**src/sv/pkis_pkg.sv**
```systemverilog
package pkis_pkg;

    // Field widths.
    localparam int DIM_W    = 16;
    localparam int PRICE_W  = 16;
    localparam int PERIM_W  = 19;
    localparam int PROD_W   = 34;
    localparam int ROOT_W   = 17;
    localparam int REM_W    = 19;
    localparam int STEP_W   = 5;
    localparam int S_DATA_W = 48;
    localparam int S_USER_W = 5;
    localparam int M_DATA_W = 40;
    localparam int M_USER_W = 4;

    // Pi in Q2.16.
    localparam logic [17:0] PI_Q16 = 18'd205887;

    // Square root steps: one result bit per step.
    localparam logic [STEP_W-1:0] SQRT_STEPS = 5'd17;

    typedef enum logic [1:0] {
        OP_INSERT = 2'd0,
        OP_READ   = 2'd1,
        OP_CLEAR  = 2'd2,
        OP_NOP    = 2'd3
    } op_t;

    typedef enum logic [1:0] {
        KIND_CIRCLE   = 2'd0,
        KIND_RECT     = 2'd1,
        KIND_TRIANGLE = 2'd2,
        KIND_SQUARE   = 2'd3
    } kind_t;

    typedef enum logic [1:0] {
        STAT_OK       = 2'd0,
        STAT_FULL     = 2'd1,
        STAT_BAD_KIND = 2'd2,
        STAT_EMPTY    = 2'd3
    } status_t;

    typedef enum logic [2:0] {
        CTL_IDLE,
        CTL_EXEC,
        CTL_CALC,
        CTL_PUT,
        CTL_READ
    } ctl_state_t;

    typedef enum logic [2:0] {
        PU_IDLE,
        PU_MUL,
        PU_ADD,
        PU_SQRT,
        PU_DONE
    } pu_state_t;

    typedef struct packed {
        logic [1:0]         kind;
        logic [PERIM_W-1:0] perim;
        logic [PRICE_W-1:0] price;
    } entry_t;

    // Broadcast control for the row of sort cells.
    typedef struct packed {
        logic   insert;
        logic   rotate;
        entry_t new_entry;
    } cell_ctrl_t;

endpackage

```
**src/sv/perimeter_keyed_insertion_sorter.sv**
```systemverilog
// Insert: circle, rectangle and square take their key straight from the multiply step; a
// right triangle waits further for the 17-step square root unit, which makes it the slowest.
// Readout: one result beat per cycle while m_tready is high; clear and bad kind answer from the decode state.
// One item is in work at a time; the next is accepted once the result is registered.
// Synchronous active-low reset empties the store and clears all control state.
module perimeter_keyed_insertion_sorter
    import pkis_pkg::*;
#(
    parameter int CAPACITY = 16
) (
    input  logic                aclk,
    input  logic                aresetn,
    input  logic                s_tvalid,
    output logic                s_tready,
    // dim_a [15:0], dim_b [31:16], unit_price [47:32]
    input  logic [S_DATA_W-1:0] s_tdata,
    // operation [1:0], shape_kind [4:2]
    input  logic [S_USER_W-1:0] s_tuser,
    output logic                m_tvalid,
    input  logic                m_tready,
    // perimeter [18:0], unit_price_res [34:19], zero [39:35]
    output logic [M_DATA_W-1:0] m_tdata,
    // shape_kind_res [1:0], status [3:2]
    output logic [M_USER_W-1:0] m_tuser,
    output logic                m_tlast
);

    localparam int CNT_W = $clog2(CAPACITY + 1);
    localparam logic [CNT_W-1:0] CAP_C = CNT_W'(CAPACITY);

    ctl_state_t         state_reg, state_next;
    op_t                op_reg;
    logic [2:0]         kind_reg;
    logic [DIM_W-1:0]   a_reg;
    logic [DIM_W-1:0]   b_reg;
    logic [PRICE_W-1:0] price_reg;
    logic [CNT_W-1:0]   count_reg, count_next;
    logic [CNT_W-1:0]   rd_reg, rd_next;
    logic               m_valid_reg, m_valid_next;
    entry_t             out_entry_reg, out_entry_next;
    status_t            out_status_reg, out_status_next;
    logic               out_last_reg, out_last_next;

    logic               out_free;
    logic               pu_start;
    logic               pu_done;
    logic [PERIM_W-1:0] pu_perim;
    cell_ctrl_t         ctrl;
    entry_t             cell_q  [CAPACITY];
    logic               cell_gt [CAPACITY];
    logic [CNT_W-1:0]   count_m1;

    assign out_free = !m_valid_reg || m_tready;
    assign s_tready = (state_reg == CTL_IDLE);
    assign count_m1 = count_reg - 1'b1;

    // Perimeter unit.
    pkis_perim u_perim (
        .aclk    (aclk),
        .aresetn (aresetn),
        .start   (pu_start),
        .kind    (kind_t'(kind_reg[1:0])),
        .dim_a   (a_reg),
        .dim_b   (b_reg),
        .done    (pu_done),
        .perim   (pu_perim)
    );

    // Row of sort cells, cell 0 holding the smallest key.
    for (genvar g = 0; g < CAPACITY; g++) begin : g_cell
        entry_t left_entry;
        entry_t right_entry;
        logic   left_gt;

        if (g == 0) begin : g_first
            assign left_entry = cell_q[0];
            assign left_gt    = 1'b0;
        end else begin : g_mid
            assign left_entry = cell_q[g-1];
            assign left_gt    = cell_gt[g-1];
        end

        if (g == CAPACITY - 1) begin : g_last
            assign right_entry = cell_q[0];
        end else begin : g_inner
            assign right_entry = cell_q[g+1];
        end

        pkis_cell u_cell (
            .aclk        (aclk),
            .ctrl        (ctrl),
            .occupied    (CNT_W'(g) < count_reg),
            .wrap        (CNT_W'(g) == count_m1),
            .left_gt     (left_gt),
            .left_entry  (left_entry),
            .right_entry (right_entry),
            .head_entry  (cell_q[0]),
            .gt          (cell_gt[g]),
            .entry       (cell_q[g])
        );
    end

    // Control registers.
    always_ff @(posedge aclk) begin
        if (!aresetn) begin
            state_reg   <= CTL_IDLE;
            count_reg   <= '0;
            rd_reg      <= '0;
            m_valid_reg <= 1'b0;
        end else begin
            state_reg   <= state_next;
            count_reg   <= count_next;
            rd_reg      <= rd_next;
            m_valid_reg <= m_valid_next;
        end
    end

    // Item and result payload registers.
    always_ff @(posedge aclk) begin
        if (s_tvalid && s_tready) begin
            op_reg    <= op_t'(s_tuser[1:0]);
            kind_reg  <= s_tuser[4:2];
            a_reg     <= s_tdata[15:0];
            b_reg     <= s_tdata[31:16];
            price_reg <= s_tdata[47:32];
        end
        out_entry_reg  <= out_entry_next;
        out_status_reg <= out_status_next;
        out_last_reg   <= out_last_next;
    end

    // Sequencer: decode the item, wait for the key, insert or stream out.
    always_comb begin
        state_next      = state_reg;
        count_next      = count_reg;
        rd_next         = rd_reg;
        m_valid_next    = m_valid_reg && !m_tready;
        out_entry_next  = out_entry_reg;
        out_status_next = out_status_reg;
        out_last_next   = out_last_reg;
        pu_start        = 1'b0;
        ctrl.insert     = 1'b0;
        ctrl.rotate     = 1'b0;
        ctrl.new_entry  = '{kind: kind_reg[1:0], perim: pu_perim, price: price_reg};
        case (state_reg)
            CTL_IDLE: begin
                if (s_tvalid) begin
                    state_next = CTL_EXEC;
                end
            end
            CTL_EXEC: begin
                case (op_reg)
                    OP_INSERT: begin
                        if (kind_reg[2]) begin
                            if (out_free) begin
                                m_valid_next    = 1'b1;
                                out_entry_next  = '0;
                                out_status_next = STAT_BAD_KIND;
                                out_last_next   = 1'b1;
                                state_next      = CTL_IDLE;
                            end
                        end else begin
                            pu_start   = 1'b1;
                            state_next = CTL_CALC;
                        end
                    end
                    OP_READ: begin
                        if (count_reg == '0) begin
                            if (out_free) begin
                                m_valid_next    = 1'b1;
                                out_entry_next  = '0;
                                out_status_next = STAT_EMPTY;
                                out_last_next   = 1'b1;
                                state_next      = CTL_IDLE;
                            end
                        end else begin
                            rd_next    = '0;
                            state_next = CTL_READ;
                        end
                    end
                    OP_CLEAR: begin
                        if (out_free) begin
                            count_next      = '0;
                            m_valid_next    = 1'b1;
                            out_entry_next  = '0;
                            out_status_next = STAT_OK;
                            out_last_next   = 1'b1;
                            state_next      = CTL_IDLE;
                        end
                    end
                    default: begin
                        state_next = CTL_IDLE;
                    end
                endcase
            end
            CTL_CALC: begin
                if (pu_done) begin
                    state_next = CTL_PUT;
                end
            end
            CTL_PUT: begin
                if (out_free) begin
                    m_valid_next   = 1'b1;
                    out_entry_next = ctrl.new_entry;
                    out_last_next  = 1'b1;
                    if (count_reg == CAP_C) begin
                        out_status_next = STAT_FULL;
                    end else begin
                        out_status_next = STAT_OK;
                        ctrl.insert     = 1'b1;
                        count_next      = count_reg + 1'b1;
                    end
                    state_next = CTL_IDLE;
                end
            end
            CTL_READ: begin
                if (out_free) begin
                    m_valid_next    = 1'b1;
                    out_entry_next  = cell_q[0];
                    out_status_next = STAT_OK;
                    out_last_next   = (rd_reg == count_m1);
                    ctrl.rotate     = 1'b1;
                    rd_next         = rd_reg + 1'b1;
                    if (rd_reg == count_m1) begin
                        state_next = CTL_IDLE;
                    end
                end
            end
            default: begin
                state_next = CTL_IDLE;
            end
        endcase
    end

    // Result beat.
    assign m_tvalid = m_valid_reg;
    assign m_tdata  = {5'b0, out_entry_reg.price, out_entry_reg.perim};
    assign m_tuser  = {out_status_reg, out_entry_reg.kind};
    assign m_tlast  = out_last_reg;

endmodule

```
**src/sv/pkis_perim.sv**
```systemverilog
module pkis_perim
    import pkis_pkg::*;
(
    input  logic               aclk,
    input  logic               aresetn,
    input  logic               start,
    input  kind_t              kind,
    input  logic [DIM_W-1:0]   dim_a,
    input  logic [DIM_W-1:0]   dim_b,
    output logic               done,
    output logic [PERIM_W-1:0] perim
);

    pu_state_t          state_reg, state_next;
    kind_t              kind_reg, kind_next;
    logic [DIM_W-1:0]   a_reg, a_next;
    logic [DIM_W-1:0]   b_reg, b_next;
    logic [PROD_W-1:0]  prod_reg, prod_next;
    logic [REM_W-1:0]   rem_reg, rem_next;
    logic [ROOT_W-1:0]  root_reg, root_next;
    logic [STEP_W-1:0]  step_reg, step_next;
    logic [PERIM_W-1:0] perim_reg, perim_next;

    logic [DIM_W-1:0]   mul_x;
    logic [17:0]        mul_y;
    logic [PROD_W-1:0]  product;
    logic [REM_W+1:0]   trial_rem;
    logic [REM_W+1:0]   trial;
    logic               trial_ok;
    logic [ROOT_W-1:0]  root_step;
    logic [DIM_W:0]     sum_ab;

    // One shared multiplier: a*pi or a*a first, then b*b for the triangle.
    always_comb begin
        if (state_reg == PU_ADD) begin
            mul_x = b_reg;
            mul_y = {2'b00, b_reg};
        end else begin
            mul_x = a_reg;
            mul_y = (kind_reg == KIND_CIRCLE) ? PI_Q16 : {2'b00, a_reg};
        end
    end

    assign product = {18'b0, mul_x} * {16'b0, mul_y};
    assign sum_ab  = {1'b0, a_reg} + {1'b0, b_reg};

    // Restoring square root step: two radicand bits in, one root bit out.
    assign trial_rem = {rem_reg, prod_reg[PROD_W-1 -: 2]};
    assign trial     = {2'b00, root_reg, 2'b01};
    assign trial_ok  = trial_rem >= trial;
    assign root_step = {root_reg[ROOT_W-2:0], trial_ok};

    always_ff @(posedge aclk) begin
        if (!aresetn) begin
            state_reg <= PU_IDLE;
        end else begin
            state_reg <= state_next;
        end
    end

    always_ff @(posedge aclk) begin
        kind_reg  <= kind_next;
        a_reg     <= a_next;
        b_reg     <= b_next;
        prod_reg  <= prod_next;
        rem_reg   <= rem_next;
        root_reg  <= root_next;
        step_reg  <= step_next;
        perim_reg <= perim_next;
    end

    // Sequencer for the perimeter of one shape.
    always_comb begin
        state_next = state_reg;
        kind_next  = kind_reg;
        a_next     = a_reg;
        b_next     = b_reg;
        prod_next  = prod_reg;
        rem_next   = rem_reg;
        root_next  = root_reg;
        step_next  = step_reg;
        perim_next = perim_reg;
        case (state_reg)
            PU_IDLE: begin
                if (start) begin
                    kind_next  = kind;
                    a_next     = dim_a;
                    b_next     = dim_b;
                    state_next = PU_MUL;
                end
            end
            PU_MUL: begin
                prod_next  = product;
                state_next = PU_DONE;
                case (kind_reg)
                    KIND_CIRCLE: perim_next = product[PROD_W-1:15];
                    KIND_RECT:   perim_next = {1'b0, sum_ab, 1'b0};
                    KIND_SQUARE: perim_next = {1'b0, a_reg, 2'b00};
                    default:     state_next = PU_ADD;
                endcase
            end
            PU_ADD: begin
                prod_next  = prod_reg + product;
                rem_next   = '0;
                root_next  = '0;
                step_next  = '0;
                state_next = PU_SQRT;
            end
            PU_SQRT: begin
                if (trial_ok) begin
                    rem_next = REM_W'(trial_rem - trial);
                end else begin
                    rem_next = REM_W'(trial_rem);
                end
                root_next = root_step;
                prod_next = {prod_reg[PROD_W-3:0], 2'b00};
                step_next = step_reg + 1'b1;
                if (step_reg == SQRT_STEPS - 1'b1) begin
                    // Every triangle perimeter fits in the key width.
                    perim_next = {2'b00, sum_ab} + {2'b00, root_step};
                    state_next = PU_DONE;
                end
            end
            PU_DONE: begin
                state_next = PU_IDLE;
            end
            default: begin
                state_next = PU_IDLE;
            end
        endcase
    end

    assign done  = (state_reg == PU_DONE);
    assign perim = perim_reg;

endmodule

```
**src/sv/pkis_cell.sv**
```systemverilog
module pkis_cell
    import pkis_pkg::*;
(
    input  logic       aclk,
    input  cell_ctrl_t ctrl,
    input  logic       occupied,
    input  logic       wrap,
    input  logic       left_gt,
    input  entry_t     left_entry,
    input  entry_t     right_entry,
    input  entry_t     head_entry,
    output logic       gt,
    output entry_t     entry
);

    entry_t entry_reg, entry_next;

    // Held key is above the new one: this cell moves right on insert.
    assign gt = occupied && (entry_reg.perim > ctrl.new_entry.perim);

    // On insert, take the left neighbor if it moves too, else the new entry.
    // On readout, rotate left; the last occupied cell takes the head.
    always_comb begin
        entry_next = entry_reg;
        if (ctrl.insert && (gt || !occupied)) begin
            entry_next = left_gt ? left_entry : ctrl.new_entry;
        end else if (ctrl.rotate && occupied) begin
            entry_next = wrap ? head_entry : right_entry;
        end
    end

    always_ff @(posedge aclk) begin
        entry_reg <= entry_next;
    end

    assign entry = entry_reg;

endmodule

```
**config.mk**
```make
export PLATFORM = sky130hd
export DESIGN_NAME = perimeter_keyed_insertion_sorter
export DESIGN_NICKNAME = d
export VERILOG_FILES = /design/src/sv/pkis_pkg.sv /design/src/sv/perimeter_keyed_insertion_sorter.sv /design/src/sv/pkis_perim.sv /design/src/sv/pkis_cell.sv
export SDC_FILE = /design/constraint.sdc
export NUM_CORES = 2
export LEC_CHECK = 0
export BUFFER_PORTS_ARGS = -buffer_cell sky130_fd_sc_hd__buf_4
export CAP_MARGIN = 20
export CORE_MARGIN = 3
export CORE_UTILIZATION = 65
export CTS_BUF_LIST = sky130_fd_sc_hd__clkbuf_8
export DETAILED_ROUTE_END_ITERATION = 10
export GPL_TIMING_DRIVEN = 0
export PLACE_DENSITY = 0.81
export SYNTH_ARGS = -nofsm -noshare
export SYNTH_HDL_FRONTEND = slang
export SYNTH_SLANG_ARGS = --single-unit
```
**constraint.sdc**
```tcl
create_clock -name aclk -period 12.6 [get_ports aclk]
set_clock_uncertainty 0.1 [all_clocks]
set_input_delay 1.26 -clock aclk [delete_from_list [all_inputs] [get_ports aclk]]
set_output_delay 1.26 -clock aclk [all_outputs]
set_load 0.02 [all_outputs]
```
==> impl_results.rst <==
.. list-table::
   :header-rows: 1

   * - Metric
     - Value
   * - Result of the run
     - completed
   * - Synthesized flop and latch total
     - 830
   * - Cell area after technology mapping
     - 65300 um^2
   * - Post CTS Setup Buffer Count
     - 0
   * - Share of power burned in registers
     - 26.1%
   * - Count of input and output buffers
     - 98
   * - Worst setup startpoint
     - u_perim.state_reg[2]
   * - Count of final setup violators
     - 0
   * - Top cell family by delay on the critical path
     - adder cells
   * - Worst Path Arrival
     - 12.19 ns
   * - GRT Max-Usage Layer
     - met2
   * - Clock tree from TritonCTS
     - yes
   * - Proportion of total power due to net switching
     - 43.62%
   * - DRT Wirelength
     - 241600 um
   * - Crit share post-route
     - 91.80%
   * - Count of max-cap constraint violations
     - 0
   * - Worst-Skew Late Latency
     - 0.91 ns
   * - Post-cts gate resize count
     - 0
   * - Share of total power in combinational logic
     - 53.5%
   * - Sequential area share after synthesis
     - 37.91%
   * - Category of the most critical setup path
     - register to register
   * - Average wire per standard cell
     - 30.49 um
   * - Sum Neg Setup Slack
     - 0 ns
   * - Setup repair after global routing missed its margin
     - false
   * - CTS Root Buffer Type
     - clkbuf_8
   * - Syn avg cell area
     - 10.49 um^2
   * - Maximum vdd drop
     - 399.3 uV
   * - Share of async-settable or async-resettable flops after synthesis
     - 0%
   * - Cts hold-fix bufs
     - 0
   * - Area growth from synthesis to final layout
     - 9.340%
   * - Layout Utilization
     - 72.12%
   * - Initial drt markers
     - 8021
   * - PwrDens
     - 176.7 nW/um^2
   * - Highest clock frequency the design can meet
     - 86.45 MHz
   * - CP Data Required Time
     - 13.23 ns
   * - Maximum fanout along the worst path
     - 10
   * - Share of cells above drive strength 1
     - 9.481%
   * - Start point of the worst hold path
     - b_reg[12]
   * - Count of standard-cell rows
     - 115
   * - WHS
     - 0.2968 ns
   * - Total congestion overflow after global routing
     - 0
   * - Area share of the largest cell type after synthesis
     - 37.39%
   * - Maximum number of pins on one net before global-route repair
     - 38
   * - Critical Path Max Stage Delay
     - 0.83 ns
   * - Flip-flop and latch area
     - 24750 um^2
   * - Cell types occupying the most area after synthesis
     - edfxtp_1 37%, mux2i_1 16%, ha_1 9.9%, fa_1 6.9%, a21oi_1 4.0%
   * - Gpl congestion
     - 1.048
   * - FILL cells
     - 7310
   * - Number of top-level pins
     - 104
   * - Max-slew violation count
     - 0
   * - Most area-hungry cell type in the Yosys netlist
     - edfxtp_1
   * - Vias
     - 54530
   * - Footprint of the multi-input gates
     - 37240 um^2
   * - Chip height
     - 322.9 um
   * - Number of buffers and inverters on the critical path
     - 11
   * - Pleak
     - 0.03091 uW
   * - Number of nets at the end of the flow
     - 7319
   * - Die W
     - 322.9 um
   * - Relative slew slack
     - 16.33%
   * - Clock Sink Count
     - 830
   * - Post-detailed-route via-to-cell ratio
     - 6.881
   * - Post-synth top flop
     - edfxtp_1
   * - Total count of hold-check failures in the final report
     - 0
   * - EDFF count, synth
     - 813
   * - Worst-case setup slack after placement
     - 1.332 ns
   * - Relative contribution of the clock network to total power
     - 20.4%
   * - Net load switching power
     - 5503 uW
   * - GR Layer Usage met2
     - 66.01%
   * - Critical Path Start Type
     - register
   * - Post-route total power
     - 12610 uW
   * - Global-route wire length before repair
     - 345900 um
   * - Fraction of met1 tracks used by global routing
     - 57.95%
   * - Cell with the largest stage delay on the worst path
     - mux2i_1
   * - Critical path's most frequent cell
     - inv_1
   * - Met3 track demand over resource
     - 15.88%
   * - Number of iterations in the first detailed-routing pass
     - 9
   * - Number of buffers created by CTS
     - 149
   * - Half-perimeter wire length after placement
     - 180300 um
   * - Count of cell types in the netlist
     - 90
   * - Global router's overall resource usage
     - 45.68%
   * - Worst slew pin tran
     - 1.254 ns
   * - Most frequently used cell type in the post-synthesis netlist
     - mux2i_1
   * - Internal power
     - 7111 uW
   * - Total DRC errors in the routed layout
     - 0
   * - Initial core utilization
     - 65.96%
   * - Critical Path End Type
     - register
   * - Number of antenna violations at the first check in global routing
     - 7
   * - Max Root-Sink Buffers
     - 3
   * - Final worst-path setup slack
     - 1.033 ns
   * - Post-synth top cells
     - 1067 x mux2i_1, 813 x edfxtp_1, 527 x a21oi_1
   * - Tmin final
     - 11.57 ns
   * - Die ar.
     - 104300 um^2
   * - CTS H-tree depth
     - 4
   * - Clock transition at the register clock pins on the worst setup and hold paths after CTS
     - 0.08 ns
   * - Core box area
     - 98990 um^2
   * - Worst reg2reg startpoint
     - u_perim.state_reg[2]
   * - Detail Route Antenna Nets
     - 0
   * - Number of flip-flops in the largest register
     - 592
   * - Number of global-route vias before repair
     - 52830
   * - Post-Syn Instances
     - 6226
   * - Yosys warns
     - 0
   * - Hold Crit Class
     - register to register
[metrics by stage]
step                instance area [um^2]  std cells
floorplan                          65310       6230
global placement                   67660       7615
detailed placement                 68470       7652
finish                             71390       7925
global route                       71390       7922
CTS                                71300       7915
[logic make-up after synthesis]
family | share of synthesized area [%]
AND/OR/NAND/NOR | 8.744
AO/OA/AOI/OAI | 12.17
multiplexers | 17.74
buffers and inverters | 5.287
flip-flops | 37.91
adder cells (fa/ha/maj) | 16.76
XOR/XNOR | 1.395
other | 0.005743
[power groups by stage]
stage	Combinational [uW]	Clock, uW	Sequential [uW]
6_report	6750	2570	3300
5_1_grt	7330	2670	3300
4_1_cts	6560	2550	3290
3_5_place_dp	6500	0	3350
3_3_place_gp	6370	0	3360
2_1_floorplan	4800	0	3360
[layer usage]
layer / wire length, um / part of all wire (%) / up-vias
li1: - / - / 23190
met1: 87350 / 36 / 26030
met2: 100000 / 41 / 4270
met3: 34400 / 14 / 1033
met4: 19770 / 8.2 / 10
met5: 86 / 0.036 / -
[final timing paths]
path	end	slack, ns	cells after the start
worst max-delay path	u_perim.prod_reg[33]	1.03	39
worst min-delay path	u_perim.b_reg[12]	0.30	0
worst max register to register	u_perim.prod_reg[33]	1.03	39
worst min register to register	u_perim.b_reg[12]	0.30	0
[final cells by class]
type                       instances  area share [%]
clock inverter                   112           1.062
buffer                           423           2.534
tap                             1287           2.256
antenna                            4         0.01402
sequential                       830           34.67
clock buffer                     151           2.911
inverter                         438           2.303
multi-input combinational       4539           52.16
timing repair buffer             141           2.089
[placed cells by master (no fill, tap or decap), drive strengths merged, types with 25 or more instances in the layout]
cell    netlist  layout
xnor2        68      68
nor3         44      44
clkinv       37      83
o21a         43      43
o22ai        44      44
and2         26      26
ha          516     516
fa          224     224
mux2         80      80
o21ai       163     163
xor2         36      36
nor2b        77      77
a22o         25      25
mux2i      1067    1067
nand3        61      61
nand2b       33      33
nor2        512     512
nand2       365     365
buf         150     290
inv         401     456
a21oi       530     530
o21bai       25      25
clkbuf      273     424
edfxtp      813     813
a21o        154     154
a211oi      136     136
nand4        73      73
Power figures use the tool's default switching activity.
